--- config.mk ---
export PLATFORM = sky130hd
export DESIGN_NAME = pspr_div
export DESIGN_NICKNAME = d
export VERILOG_FILES = /design/src/hw/rtl/pspr_pkg.sv /design/src/hw/rtl/pspr_div.sv
export SDC_FILE = /design/constraint.sdc
export NUM_CORES = 1
export LEC_CHECK = 0
export BUFFER_PORTS_ARGS = -buffer_cell sky130_fd_sc_hd__buf_2
export CAP_MARGIN = 20
export CORE_MARGIN = 2
export CORE_UTILIZATION = 42
export CTS_BUF_LIST = sky130_fd_sc_hd__clkbuf_4 sky130_fd_sc_hd__clkbuf_8
export DETAILED_ROUTE_END_ITERATION = 10
export PLACE_DENSITY_LB_ADDON = 0.12
export SLEW_MARGIN = 20
export SYNTH_ARGS = -nofsm -noshare
export SYNTH_HDL_FRONTEND = slang
export SYNTH_SLANG_ARGS = --single-unit
--- constraint.sdc ---
create_clock -name clk -period 2.6 [get_ports clk]
set_input_delay 0.13 -clock clk [delete_from_list [all_inputs] [get_ports clk]]
set_output_delay 0.13 -clock clk [all_outputs]
set_load 0.02 [all_outputs]
--- src/hw/rtl/pspr_pkg.sv ---
// ----------------------------------------------------------------------------
// pspr_pkg
// Types and constants shared by the stage page region blocks.
// ----------------------------------------------------------------------------
package pspr_pkg;

  localparam int unsigned MAX_PARTITIONS = 16;
  localparam int unsigned MAX_STAGES     = 64;
  localparam int unsigned PART_W         = 4;
  localparam int unsigned STAGE_W        = 6;
  localparam int unsigned CNT_W          = 7;
  localparam int unsigned NUM_W          = 5;
  localparam int unsigned ADDR_W         = PART_W + STAGE_W;
  localparam int unsigned MEM_DEPTH      = MAX_PARTITIONS * MAX_STAGES;
  localparam int unsigned PAGE_W         = 32;
  localparam int unsigned DIV_STEPS      = PAGE_W;

  localparam logic [PAGE_W-1:0] WORKER_PAGE_COUNT = 32'd65536;
  localparam logic [PAGE_W-1:0] DRIVER_PAGE_COUNT = 32'd4096;

  typedef enum logic {
    OP_END_TASK = 1'b0,
    OP_QUERY    = 1'b1
  } opcode_t;

  typedef enum logic [2:0] {
    ST_OK        = 3'd0,
    ST_BAD_PART  = 3'd1,
    ST_BAD_STAGE = 3'd2,
    ST_FULL      = 3'd3,
    ST_IGNORED   = 3'd4
  } status_t;

  typedef struct packed {
    logic               opcode;
    logic [PART_W-1:0]  part_idx;
    logic [STAGE_W-1:0] stage_idx;
    logic [PAGE_W-1:0]  last_page;
  } in_item_t;

  typedef struct packed {
    logic [PAGE_W-1:0] start_page;
    logic [PAGE_W-1:0] end_page;
    status_t           status;
  } out_item_t;

  // commands from the controller to the datapath and divider
  typedef struct packed {
    logic load;
    logic exec;
    logic cfg_load;
    logic div_start;
  } ctrl_cmd_t;

endpackage

--- src/hw/rtl/pspr_div.sv ---
// ----------------------------------------------------------------------------
// pspr_div
// Restoring divider, one quotient bit per cycle: worker pages / partitions.
// ----------------------------------------------------------------------------
module pspr_div import pspr_pkg::*; (
  input  logic              clk,
  input  logic              rst_n,
  input  logic              start,
  input  logic [NUM_W-1:0]  divisor,
  output logic              done,
  output logic [PAGE_W-1:0] quotient
);

  localparam int unsigned STEP_W = $clog2(DIV_STEPS);

  logic              run_r, run_nxt;
  logic              done_r, done_nxt;
  logic [STEP_W-1:0] step_r, step_nxt;
  logic [NUM_W-1:0]  rem_r, rem_nxt;
  logic [NUM_W-1:0]  dvs_r;
  logic [PAGE_W-1:0] quo_r, quo_nxt;
  logic [NUM_W:0]    trial;
  logic [NUM_W:0]    diff;
  logic              ge;
  logic              last_step;

  // dividend shifts out of the top of quo_r as quotient bits enter below
  assign trial     = {rem_r, quo_r[PAGE_W-1]};
  assign ge        = trial >= {1'b0, dvs_r};
  assign diff      = trial - {1'b0, dvs_r};
  assign last_step = step_r == STEP_W'(DIV_STEPS - 1);

  always_comb begin
    run_nxt  = run_r;
    done_nxt = 1'b0;
    step_nxt = step_r;
    rem_nxt  = rem_r;
    quo_nxt  = quo_r;
    if (start) begin
      run_nxt  = 1'b1;
      step_nxt = '0;
      rem_nxt  = '0;
      quo_nxt  = WORKER_PAGE_COUNT;
    end else if (run_r) begin
      rem_nxt  = ge ? diff[NUM_W-1:0] : trial[NUM_W-1:0];
      quo_nxt  = {quo_r[PAGE_W-2:0], ge};
      step_nxt = step_r + STEP_W'(1);
      if (last_step) begin
        run_nxt  = 1'b0;
        done_nxt = 1'b1;
      end
    end
  end

  always_ff @(posedge clk) begin
    if (!rst_n) begin
      run_r  <= 1'b0;
      done_r <= 1'b0;
      step_r <= '0;
    end else begin
      run_r  <= run_nxt;
      done_r <= done_nxt;
      step_r <= step_nxt;
    end
  end

  always_ff @(posedge clk) begin
    rem_r <= rem_nxt;
    quo_r <= quo_nxt;
    if (start) begin
      dvs_r <= divisor;
    end
  end

  assign done     = done_r;
  assign quotient = quo_r;

endmodule

==> flow_metrics.py <==
metrics = {
    "grt": {
        "first_global_vias": 1280,
        "grt.total_usage_pct": 14.2,
        "antenna_found_initial": 0,
        "grt_max_degree": 49,
        "grt_pass1_wl_um": 5890,
        "overflow": 0,
    },
    "yosys": {
        "netlist_top_cells_area": "dfxtp_1, mux2i_1, nor2_1",
        "synthMuxAreaShare_pct": 16.3,
        "yosys.area_share.simple_pct": 13.6,
        "synth_cell_type_count": 37,
        "synth_edf_count": 5,
        "synth-adder-area-share_pct": 5.29,
        "netlist_instances": 194,
        "netlist.area_leader.share_pct": 43.3,
        "synth_fp_nets": 210,
        "ys_ff_latch": 49,
        "yosysWarnings": 0,
        "yosys.area.top_type": "dfxtp_1",
        "synthArstFlopShare_pct": 0,
        "synth_compound_area_share_pct": 8.67,
        "ys_seq_area_share_pct": 50.7,
        "synth_top_family_by_area": "multiplexers",
        "mappedNetlistArea_um2": 2030,
        "synth_xor_area_share_pct": 1.72,
        "syn-mean-instance-area_um2": 10.5,
        "ys.flop_type": "dfxtp_1",
    },
    "clocking": {
        "cts_max_level": 2,
        "clk_pin_slew_ns": 0.09,
        "clk_root_buffer_cell": "clkbuf_8",
        "cts_tree": "done",
        "cts.sink_count": 49,
        "clk_path_buf_depth": 2,
        "post_cts_buffers": 0,
        "numCtsBuffers": 5,
        "clk_latency_ns": 0.30,
    },
    "drt": {
        "antenna_left": 0,
        "drt-initial-drc-count": 54,
        "drt-total-wl_um": 3630,
        "wl_per_cell_um": 12.5,
        "drtPass1Iterations": 4,
        "drc": 0,
        "via_per_inst": 5.07,
        "vias": 1474,
    },
    "flow_run": {
        "maxCapViolations": 0,
    },
    "worst_setup_path": {
        "crit_top_cell": "inv_1",
        "critPathMaxFanout": 4,
        "required_ns": 2.81,
        "r2r.worst_path.cells": 8,
        "path_class": "reg -> reg",
        "worst-path-buf-inv": 2,
        "arrival_ns": 2.24,
        "slowest_delay_ns": 0.42,
        "startpoint_type": "flop",
        "worstPathCellList": "inv_1, ha_1, inv_1, fa_1, a21o_1, a21oi_1, mux2_2, a211oi_1",
        "crit_family": "adder cells",
        "cp_num_cells": 8,
        "cp-end-kind": "flop",
        "cpMaxStageDelayCell": "fa_1",
    },
    "floorplanning": {
        "core.rowCount": 25,
        "die_w_um": 73.6,
        "start_util_pct": 43.4,
        "core_um2": 4690,
        "die_area_um2": 5420,
        "die_h_um": 73.6,
        "io_pins": 41,
    },
    "placement": {
        "hpwl_um": 2390,
        "portBuffers": 40,
        "gp_congestion": 0.874,
    },
    "sta": {
        "slew_headroom_pct": 41.6,
        "period_share_pct": 78.0,
        "setup-tns-final_ns": 0,
        "max_freq_mhz": 493,
        "tightest_slew_ns": 0.877,
        "fin_crit_ns": 2.03,
        "slew_violations": 0,
        "hold_viol": 0,
        "hold_ws_ns": 0.0447,
        "fin_skew_ns": 0.00363,
        "grt_setup_unrepaired": "false",
        "setup_violations": 0,
    },
    "pwr": {
        "seq_power_share_pct": 57.0,
        "netSwitchingFraction_pct": 25.2,
        "p_sw_mw": 0.356,
        "ir_drop_uv": 296,
        "pwr-share-clk_pct": 31.1,
        "power_frac_comb_pct": 11.9,
        "leakagePower_nw": 1.10,
        "p_per_area_nw_per_um2": 588,
        "p_int_mw": 1.05,
    },
    "run_status": {
        "outcome": "finished clean",
    },
    "final_layout": {
        "area_delta_synth_final_pct": 18.0,
        "n_antenna_cell": 0,
        "seq_area_um2": 1030,
        "final_cell_mix": "dfxtp_1, nor2_1, buf_2",
        "nets": 253,
        "nFillCells": 459,
        "multi_input_area_um2": 927,
        "final_layout_size_suffix_gt1_share_pct": 23.6,
        "final_common_cell": "dfxtp_1",
    },
    "hold_path": {
        "hold_depth": 2,
        "hold_class": "in -> reg",
    },
}
cell usage after synthesis (2+ instances only):
library cell	count
buf_2	4
nand2b_1	3
a211o_2	2
dfxtp_1	44
and3_1	2
xor2_1	3
a311oi_2	2
ha_1	7
a21o_1	2
o21ai_0	2
a21bo_1	2
a211oi_1	3
o221ai_1	2
or3_1	2
nor2b_1	2
inv_1	6
clkbuf_1	5
nand2_1	5
nand4_1	2
a21oi_1	2
edfxtp_1	5
nor2_1	41
mux2i_1	32
power groups by stage:
| stage | sequential [mW] | combinational, mW | clock (mW) |
|---|---|---|---|
| CTS | 0.804 | 0.168 | 0.459 |
| global placement | 0.821 | 0.163 | 0 |
| floorplan | 0.817 | 0.133 | 0 |
| finish | 0.804 | 0.168 | 0.438 |
| global route | 0.808 | 0.186 | 0.486 |
| detailed placement | 0.822 | 0.162 | 0 |
cell type report:
| class | instances | share of cell area [%] |
|---|---|---|
| well taps | 54 | 2.82 |
| clock inverters | 1 | 0.365 |
| clock buffers | 6 | 3.18 |
| flip-flops and latches | 49 | 43.0 |
| multi-input cells | 128 | 38.6 |
| repair buffers | 47 | 11.1 |
| inverters | 6 | 0.938 |
logic make-up (layout without fill, tap and decap cells):
group | after synthesis | count (layout)
AOI/OAI and AO/OA | 21 | 21
xor gates and xnor gates | 4 | 4
adders and majority gates | 8 | 8
buffers and inverters | 17 | 60
DFF | 49 | 49
muxes | 33 | 33
and+or+nand+nor | 62 | 62
state kept, by name, indices dropped and copies added, names as in the netlist:
| register | cells |
|---|---|
| done | 1 |
| step_r | 5 |
| rem_r | 5 |
| dvs_r | 5 |
| run_r | 1 |
| quotient | 32 |
stage by stage:
stage          std cells  cell area [µm²]  utilization, %  setup slack [ns]  total power [mW]
6_report             291             2400            51.1             0.572              1.41
5_1_grt              291             2400            51.1             0.436              1.48
4_1_cts              290             2390            50.9             0.570              1.43
3_5_place_dp         279             2260            48.3             0.598             0.984
3_3_place_gp         279             2260            48.3             0.663             0.984
2_1_floorplan        194             2030               -             0.639             0.951
per-layer routing:
metal / GRT usage (%) / up-vias / wire length (µm)
li1: - / 757 / -
met4: 6.06 / 0 / 61
met5: 0 / - / 0
met2: 21.0 / 27 / 1600
met1: 18.9 / 683 / 1800
met3: 4.80 / 7 / 166
final timing paths:
path              slack [ns]            to          from
setup reg to reg        0.57      rem_r[4]  quotient[31]
hold / removal          0.04         run_r         rst_n
hold reg to reg         0.51  quotient[16]  quotient[15]
setup / recovery        0.57      rem_r[4]  quotient[31]
repair_timing:
item                                   CTS  global route
endpoints found under the hold margin    4             1
setup endpoints to repair                0             0
resized for setup                        0             0
hold buffers                             4             1
Note: power is estimated with default switching activity, not from simulation.
