<file path="src/hw/rtl/pspr_pkg.sv">
// ----------------------------------------------------------------------------
// pspr_pkg
// Types and constants shared by the stage page region blocks.
// ----------------------------------------------------------------------------
package pspr_pkg;

  localparam int unsigned MAX_PARTITIONS = 16;
  localparam int unsigned MAX_STAGES     = 64;
  localparam int unsigned PART_W         = 4;
  localparam int unsigned STAGE_W        = 6;
  localparam int unsigned CNT_W          = 7;
  localparam int unsigned NUM_W          = 5;
  localparam int unsigned ADDR_W         = PART_W + STAGE_W;
  localparam int unsigned MEM_DEPTH      = MAX_PARTITIONS * MAX_STAGES;
  localparam int unsigned PAGE_W         = 32;
  localparam int unsigned DIV_STEPS      = PAGE_W;

  localparam logic [PAGE_W-1:0] WORKER_PAGE_COUNT = 32'd65536;
  localparam logic [PAGE_W-1:0] DRIVER_PAGE_COUNT = 32'd4096;

  typedef enum logic {
    OP_END_TASK = 1'b0,
    OP_QUERY    = 1'b1
  } opcode_t;

  typedef enum logic [2:0] {
    ST_OK        = 3'd0,
    ST_BAD_PART  = 3'd1,
    ST_BAD_STAGE = 3'd2,
    ST_FULL      = 3'd3,
    ST_IGNORED   = 3'd4
  } status_t;

  typedef struct packed {
    logic               opcode;
    logic [PART_W-1:0]  part_idx;
    logic [STAGE_W-1:0] stage_idx;
    logic [PAGE_W-1:0]  last_page;
  } in_item_t;

  typedef struct packed {
    logic [PAGE_W-1:0] start_page;
    logic [PAGE_W-1:0] end_page;
    status_t           status;
  } out_item_t;

  // commands from the controller to the datapath and divider
  typedef struct packed {
    logic load;
    logic exec;
    logic cfg_load;
    logic div_start;
  } ctrl_cmd_t;

endpackage

</file>
<file path="src/hw/rtl/pspr_ctrl.sv">
// ----------------------------------------------------------------------------
// pspr_ctrl
// Controller: sequences item accept, execute and share recompute.
// ----------------------------------------------------------------------------
module pspr_ctrl import pspr_pkg::*; (
  input  logic      clk,
  input  logic      rst_n,
  input  logic      start,
  input  logic      cfg_we,
  input  logic      div_done,
  output logic      busy,
  output ctrl_cmd_t cmd
);

  typedef enum logic [2:0] {
    S_IDLE = 3'b001,
    S_EXEC = 3'b010,
    S_DIV  = 3'b100
  } state_t;

  state_t state_r, state_nxt;
  logic   busy_w;

  assign busy_w = (state_r != S_IDLE) || cfg_we;

  always_comb begin
    state_nxt     = state_r;
    cmd.load      = 1'b0;
    cmd.exec      = 1'b0;
    cmd.cfg_load  = cfg_we;
    cmd.div_start = cfg_we;
    unique case (state_r)
      S_IDLE: begin
        if (cfg_we) begin
          state_nxt = S_DIV;
        end else if (start) begin
          cmd.load  = 1'b1;
          state_nxt = S_EXEC;
        end
      end
      S_EXEC: begin
        cmd.exec  = 1'b1;
        state_nxt = cfg_we ? S_DIV : S_IDLE;
      end
      S_DIV: begin
        if (!cfg_we && div_done) begin
          state_nxt = S_IDLE;
        end
      end
      default: begin
        state_nxt = S_IDLE;
      end
    endcase
  end

  always_ff @(posedge clk) begin
    if (!rst_n) begin
      state_r <= S_IDLE;
    end else begin
      state_r <= state_nxt;
    end
  end

  assign busy = busy_w;

endmodule

</file>
<file path="config.mk">
export PLATFORM = sky130hd
export DESIGN_NAME = pspr_ctrl
export DESIGN_NICKNAME = d
export VERILOG_FILES = /design/src/hw/rtl/pspr_pkg.sv /design/src/hw/rtl/pspr_ctrl.sv
export SDC_FILE = /design/constraint.sdc
export NUM_CORES = 1
export LEC_CHECK = 0
export BUFFER_PORTS_ARGS = -buffer_cell sky130_fd_sc_hd__clkbuf_2
export CAP_MARGIN = 10
export CORE_AREA = 2 2 39 41
export DETAILED_ROUTE_END_ITERATION = 16
export DIE_AREA = 0 0 41 43
export HOLD_SLACK_MARGIN = 0.03
export PLACE_DENSITY = 0.44
export SYNTH_ARGS = -nofsm -noshare
export SYNTH_HDL_FRONTEND = slang
export SYNTH_SLANG_ARGS = --single-unit
</file>
<file path="constraint.sdc">
create_clock -name clk -period 1.4 [get_ports clk]
set_input_delay 0.07 -clock clk [delete_from_list [all_inputs] [get_ports clk]]
set_output_delay 0.07 -clock clk [all_outputs]
set_load 0.005 [all_outputs]
</file>
==> run summary, run 1 <==
FINISH
----------------------------------------------------------------------------------------------------
Net count reported at finish                                                                      43
Register with the most flip-flops                                                            state_r
Antenna Cells                                                                                      0
Area growth syn-to-layout                                                                      49.7%
Largest registers                                                                       state_r: 3 flops
Flip-flop count of the largest register after layout                                               3
Layout cell share with drive strength beyond 1                                                 45.9%

GLOBAL ROUTE
----------------------------------------------------------------------------------------------------
Initial antenna violation count                                                                    0
Vias in the first global route                                                                   205
Overall routing resource usage                                                                 7.31%
Maximum number of pins on one net before global-route repair                                       9
GRT Residual Overflow                                                                              0
Wire length of the first global-routing pass                                             800 microns

CLOCK NETWORK
----------------------------------------------------------------------------------------------------
Count of hold-fix buffers inserted at cts                                                          0
Clock-pin slew reported for the worst setup and hold paths after clock tree synthesis        0.03 ns
Clock tree from TritonCTS                                                                      built
H-Tree Depth                                                                                       1
Clock latency at the later pin of the worst-skew pair                                        0.23 ns
Number of buffers created by CTS                                                                   3
Clock root buffer                                                                       sky130_fd_sc_hd__clkbuf_4
Maximum buffer depth of the clock tree                                                             2
Number of clock sinks seen by CTS                                                                  3

DETAILED ROUTING
----------------------------------------------------------------------------------------------------
Total met2 wirelength after detailed routing                                             231 microns
Remaining design rule violation count                                                              0
Sum of routed wire segments on met1                                                      203 microns
Drt initial violations                                                                             1
Number of nets with antenna violations after routing                                               0
Via total after detailed routing                                                                 220
WL/cell                                                                                 8.75 microns
Overall routed net length                                                                464 microns
Number of detailed-route iterations in the first pass                                              2
Uppermost routed layer                                                                          met3
Detail Route met3 WL                                                                      28 microns
Routed vias/inst                                                                                4.15

PLACED DESIGN
----------------------------------------------------------------------------------------------------
Count of port buffers added during placement                                                       9
Last weighted congestion value of the routability-driven placer                                0.713
Total half-perimeter wirelength after legalization and detailed placement                359 microns

SETUP PATH
----------------------------------------------------------------------------------------------------
RR Startpoint                                                                             state_r[1]
Reg-to-reg setup timing slack                                                                0.18 ns
WS Path Type                                                                            flip-flop to primary output
Worst-path cell with the longest stage delay                                            sky130_fd_sc_hd__dfxtp_1
Maximum fanout along the worst path                                                                5
Arrival time reported for the critical path endpoint                                         1.20 ns
Number of cell instances on the worst register-to-register path                                    3
Reg-to-reg endpoint                                                                       state_r[2]
Worst Setup Start Kind                                                                     flip-flop
Required time of the critical path                                                           1.33 ns
Delay of the slowest cell on the worst path                                                  0.35 ns
Crit-path cells                                                                         nor4b_2 -> and2_1 -> clkbuf_2
Endpoint type of the worst setup path                                                   primary output

SYNTHESIS
----------------------------------------------------------------------------------------------------
Share of async-settable or async-resettable flops after synthesis                                 0%
Post-synth EDFFs                                                                                   0
Number of flip-flops and latches in the synthesized netlist                                        3
Area contributors post-synth                                                            sky130_fd_sc_hd__dfxtp_1 (31%), sky130_fd_sc_hd__buf_4 (7.6%), sky130_fd_sc_hd__nand2b_1 (6.4%)
Most numerous cell in the Yosys netlist                                                 sky130_fd_sc_hd__dfxtp_1
Most used standard cells in the synthesized netlist                                     sky130_fd_sc_hd__dfxtp_1 (3), sky130_fd_sc_hd__buf_4 (2), sky130_fd_sc_hd__nand2b_1 (2), sky130_fd_sc_hd__nand3_1 (2), sky130_fd_sc_hd__nor2_1 (2)
Synthesized instance count                                                                        24
Area share of the largest cell type after synthesis                                            30.6%
Mean cell area of the mapped netlist                                                      8.18 sq um
Synth warnings                                                                                     0
Post-synthesis sequential area ratio                                                           30.6%
Cell variety after synth                                                                          18
Cell type contributing the most total cell area after synthesis                         sky130_fd_sc_hd__dfxtp_1
Commonest register cell after synthesis                                                 sky130_fd_sc_hd__dfxtp_1
Net Count, Synth                                                                                  29
Synth Cell Area                                                                            196 sq um

DIE
----------------------------------------------------------------------------------------------------
I/O pin count                                                                                     10
Number of core rows                                                                               14
Initial standard-cell utilization of the core                                                  14.2%
Chip height                                                                               43 microns
Width of the die                                                                          41 microns
DIE AREA                                                                                  1760 sq um
Area of the core                                                                          1380 sq um

TIMING
----------------------------------------------------------------------------------------------------
Post-Route Setup TNS                                                                            0 ns
Worst Tran Pin Value                                                                        0.282 ns
Worst Skew                                                                                0.00157 ns
Final worst-path cycle share                                                                   90.8%
Number of endpoints failing setup at the final stage                                               0
Final-report max-slew violation count                                                              0
Unrepaired setup endpoints after global routing                                                   no
Max transition margin                                                                          81.2%
Max Fclk                                                                                     787 MHz
Hold violation total from the final report                                                         0
Final critical delay including setup and external delays                                     1.27 ns

HOLD PATH
----------------------------------------------------------------------------------------------------
Hold endpoint                                                                             state_r[0]
Hold-critical path depth                                                                           2
Class of the worst hold path                                                            input port to flip-flop
Launch point of the worst hold path                                                            rst_n

POWER AND IR DROP
----------------------------------------------------------------------------------------------------
Leakage power of the design                                                                 0.134 nW
Power density relative to cell area                                                     1160 nW/um^2
Overall power of the completed layout                                                       0.340 mW
Highest ir drop seen on vdd                                                                 0.385 mV

STATUS
----------------------------------------------------------------------------------------------------
Result of the run                                                                       finished, final reports clean

RUN
----------------------------------------------------------------------------------------------------
Max capacitance violation total                                                                    0

## cell families after synthesis
| logic type | count (synthesis) | synth area share (%) |
|---|---|---|
| AND/OR/NAND/NOR | 13 | 43.3 |
| AO/OA/AOI/OAI | 4 | 14.7 |
| buffers and inverters | 4 | 11.5 |
| flip-flops | 3 | 30.6 |
## per-stage QoR
| stage | instance area, sq um | util, % | hold WS [ns] | instances | setup slack (ns) |
|---|---|---|---|---|---|
| 2_1_floorplan | 196 | - | 0.142 | 24 | 0.275 |
| 3_5_place_dp | 262 | 18.9 | 0.271 | 49 | 0.132 |
| 5_1_grt | 294 | 21.2 | 0.0503 | 53 | 0.0216 |
| 4_1_cts | 294 | 21.2 | 0.0315 | 53 | 0.105 |
| 6_report | 294 | 21.2 | 0.0345 | 53 | 0.129 |
| 3_3_place_gp | 262 | 18.9 | 0.284 | 49 | 0.177 |
## worst max-delay path: cells and delay by family, from the launching register on
kind,cells,cell delay [ns]
buf+inv,1,0.10
flops,1,0.35
simple gates,2,0.52
## repair_timing
item / CTS / global route
setup buffers: 0 / 0
resized for setup: 1 / 0
setup endpoints to repair: 1 / 0
## per-layer routing
layer,global-route usage [%],up-vias
met2,9.69,7
met5,0,-
met1,7.67,97
li1,-,116
met4,4.00,0
met3,6.28,0
## area by class of cell
class	instances	area, sq um
Inverter	2	7.51
Multi-Input combinational cell	17	120
Clock buffer	4	26.3
Fill cell	156	1090
Tap cell	16	20.0
Sequential cell	3	60.1
Timing Repair Buffer	11	60.1
## power breakdown
part / leakage (nW) / switching [mW] / internal [mW] / total, mW
clock: 0.0150 / 0.0406 / 0.106 / 0.147
sequential: 0.0248 / 0.00995 / 0.0968 / 0.107
combinational: 0.0939 / 0.0388 / 0.0470 / 0.0858
total: 0.134 / 0.0894 / 0.250 / 0.340
## worst max path at each step
stage | start | end | cells after the start
CTS | state_r[1] | cmd[3] | 3
detailed placement | state_r[1] | state_r[2] | 4
global placement | state_r[1] | state_r[2] | 4
floorplan | state_r[1] | state_r[2] | 3
global route | state_r[1] | cmd[3] | 3
finish | state_r[1] | cmd[3] | 3
## cell usage in the layout, fill, tap and decap left out
| cell type | instances |
|---|---|
| sky130_fd_sc_hd__or4b_1 | 1 |
| sky130_fd_sc_hd__inv_2 | 1 |
| sky130_fd_sc_hd__buf_4 | 2 |
| sky130_fd_sc_hd__and2_1 | 1 |
| sky130_fd_sc_hd__nand2b_1 | 2 |
| sky130_fd_sc_hd__nor2_1 | 2 |
| sky130_fd_sc_hd__and3_1 | 1 |
| sky130_fd_sc_hd__clkbuf_2 | 9 |
| sky130_fd_sc_hd__a31oi_1 | 1 |
| sky130_fd_sc_hd__nor3_1 | 1 |
| sky130_fd_sc_hd__nand4b_1 | 1 |
| sky130_fd_sc_hd__and3b_2 | 1 |
| sky130_fd_sc_hd__clkbuf_4 | 3 |
| sky130_fd_sc_hd__inv_1 | 1 |
| sky130_fd_sc_hd__o21ai_0 | 1 |
| sky130_fd_sc_hd__nand3_1 | 2 |
| sky130_fd_sc_hd__o31ai_1 | 1 |
| sky130_fd_sc_hd__nor4b_2 | 1 |
| sky130_fd_sc_hd__clkbuf_1 | 1 |
| sky130_fd_sc_hd__a311o_1 | 1 |
| sky130_fd_sc_hd__dfxtp_1 | 3 |
Note: power is estimated with default switching activity, not from simulation.
==> run 2: changes to the inputs <==
==> constraint.sdc (replaced) <==
create_clock -name clk -period 1.4 [get_ports clk]
set_input_delay 0.14 -clock clk [delete_from_list [all_inputs] [get_ports clk]]
set_output_delay 0.14 -clock clk [all_outputs]
set_load 0.005 [all_outputs]
==> run summary, run 2 (synthesized netlist as in run 1, its figures left out) <==
STATUS
----------------------------------------------------------------------------------------------------
Result of the run                                                                       finished, final reports clean

DETAILED ROUTING
----------------------------------------------------------------------------------------------------
Number of detailed-route iterations in the first pass                                              4   +2
WL/cell                                                                                 10.2 microns   +16%
Routed vias/inst                                                                                4.28   +3.2%
Via total after detailed routing                                                                 227   +3.2%
Number of nets with antenna violations after routing                                               0   unchanged
Remaining design rule violation count                                                              0   unchanged
Overall routed net length                                                                540 microns   +16%
Drt initial violations                                                                             4   +3

DIE
----------------------------------------------------------------------------------------------------
Initial standard-cell utilization of the core                                                  14.2%   unchanged
DIE AREA                                                                                  1760 sq um   unchanged
Chip height                                                                               43 microns   unchanged
Number of core rows                                                                               14   unchanged
Area of the core                                                                          1380 sq um   unchanged
Width of the die                                                                          41 microns   unchanged
I/O pin count                                                                                     10   unchanged

SETUP PATH
----------------------------------------------------------------------------------------------------
Arrival time reported for the critical path endpoint                                         1.14 ns   -0.06 ns
Worst Setup Start Kind                                                                     flip-flop
Endpoint type of the worst setup path                                                   primary output
WS Path Type                                                                            flip-flop to primary output
Maximum fanout along the worst path                                                                3   -2
Required time of the critical path                                                           1.26 ns   -0.07 ns

FINISH
----------------------------------------------------------------------------------------------------
Flip-flop count of the largest register after layout                                               3   unchanged
Net count reported at finish                                                                      43   unchanged
Antenna Cells                                                                                      0   unchanged
Most common cell after layout, fill and taps aside                                      sky130_fd_sc_hd__clkbuf_2
Largest registers                                                                       state_r: 3 flops
Register with the most flip-flops                                                            state_r
Leading cell types in the layout, fill and taps excluded                                sky130_fd_sc_hd__clkbuf_2 (9), sky130_fd_sc_hd__clkbuf_4 (3), sky130_fd_sc_hd__dfxtp_1 (3)
Layout cell share with drive strength beyond 1                                                 45.9%   unchanged
Area growth syn-to-layout                                                                      54.1%

TIMING
----------------------------------------------------------------------------------------------------
Post-route worst setup slack                                                                0.118 ns   -0.0105 ns
Post-Route Setup TNS                                                                            0 ns   unchanged
Hold violation total from the final report                                                         0   unchanged
Worst Tran Pin Value                                                                        0.251 ns   -0.0307 ns
Final critical delay including setup and external delays                                     1.28 ns   +0.0105 ns
Unrepaired setup endpoints after global routing                                                   no
Worst Skew                                                                                0.00236 ns   +0.000786 ns
Final worst-path cycle share                                                                   91.5%   +0.75 points
Max Fclk                                                                                     780 MHz   -0.82%
Max transition margin                                                                          83.2%   +2.0 points
Number of endpoints failing setup at the final stage                                               0   unchanged
Final-report max-slew violation count                                                              0   unchanged

HOLD PATH
----------------------------------------------------------------------------------------------------
Class of the worst hold path                                                            input port to flip-flop

POWER AND IR DROP
----------------------------------------------------------------------------------------------------
Leakage power of the design                                                                 0.141 nW   +5.3%
Power density relative to cell area                                                     1170 nW/um^2   +1.3%
Highest ir drop seen on vdd                                                                 0.419 mV   +9.0%

CLOCK NETWORK
----------------------------------------------------------------------------------------------------
Maximum buffer depth of the clock tree                                                             2   unchanged
H-Tree Depth                                                                                       1   unchanged
Clock root buffer                                                                       sky130_fd_sc_hd__clkbuf_4
Number of clock sinks seen by CTS                                                                  3   unchanged
Clock-pin slew reported for the worst setup and hold paths after clock tree synthesis        0.04 ns   about the same
Clock tree from TritonCTS                                                                      built
Number of buffers created by CTS                                                                   3   unchanged
Post-CTS Repair Setup Buffers                                                                      0   unchanged
Count of hold-fix buffers inserted at cts                                                          0   unchanged
Clock latency at the later pin of the worst-skew pair                                        0.23 ns   about the same

RUN
----------------------------------------------------------------------------------------------------
Max capacitance violation total                                                                    0   unchanged

GLOBAL ROUTE
----------------------------------------------------------------------------------------------------
Maximum number of pins on one net before global-route repair                                       9   unchanged
Initial antenna violation count                                                                    0   unchanged
Wire length of the first global-routing pass                                             890 microns   +11%
Overall routing resource usage                                                                 8.12%   +0.80 points
Vias in the first global route                                                                   212   +3.4%
GRT Residual Overflow                                                                              0   unchanged

PLACED DESIGN
----------------------------------------------------------------------------------------------------
Last weighted congestion value of the routability-driven placer                                0.713   about the same
Worst slack at placement                                                                    0.112 ns   -0.0203 ns
Count of port buffers added during placement                                                       9   unchanged

## run 2: changes by cell type in the layout (fill, tap and decap cells not counted)
cell / delta
sky130_fd_sc_hd__nor4b_2: -1
sky130_fd_sc_hd__nor4b_4: +1
## run 2: report_power, final
group	switching [mW]	leakage, nW	internal, mW	total, mW
clock	0.0447	0.0150	0.107	0.151
sequential	0.00976	0.0248	0.0968	0.107
combinational	0.0442	0.101	0.0520	0.0962
total	0.0986	0.141	0.256	0.354
## run 2: metrics by stage
stage	utilization (%)	area (sq um)	total power [mW]	hold slack [ns]	instances
2_1_floorplan	-	196	0.153	0.212	24
3_3_place_gp	18.9	262	0.192	0.346	49
3_5_place_dp	18.9	262	0.192	0.340	49
4_1_cts	21.2	294	0.356	0.0946	53
5_1_grt	21.9	303	0.379	0.108	53
6_report	21.9	303	0.354	0.0953	53
## run 2: layout make-up
cell class | count | area [sq um]
fillers | 153 | 1080
well taps | 16 | 20.0
multi-input cells | 17 | 129
repair buffers | 11 | 60.1
clock buffers | 4 | 26.3
inverters | 2 | 7.51
flip-flops and latches | 3 | 60.1
## run 2: final timing paths
| path | slack [ns] | cells after the start | endpoint | start |
|---|---|---|---|---|
| setup / recovery | 0.12 | 3 | cmd[3] | state_r[2] |
| hold / removal | 0.1 | 2 | state_r[0] | rst_n |
| hold reg to reg | 0.63 | 3 | state_r[0] | state_r[0] |
| setup reg to reg | 0.13 | 3 | state_r[2] | state_r[1] |
## run 2: worst max-delay path, cell delays in order, from the launching register on
cell,delay [ns]
sky130_fd_sc_hd__dfxtp_1,0.33
sky130_fd_sc_hd__nor4b_4,0.30
sky130_fd_sc_hd__and2_1,0.17
sky130_fd_sc_hd__clkbuf_2,0.10
## run 2: metal layers
layer	track usage, %	vias up	part of all wire, %
met5	0	-	0
met4	4.00	0	0
met3	6.28	0	6.1
met2	11.9	8	53
met1	7.99	107	41
li1	-	112	-
## run 2: what timing repair did
action	in CTS	in global routing
pin swaps	0	1
resized for setup	1	1
endpoints found under the setup margin	2	1
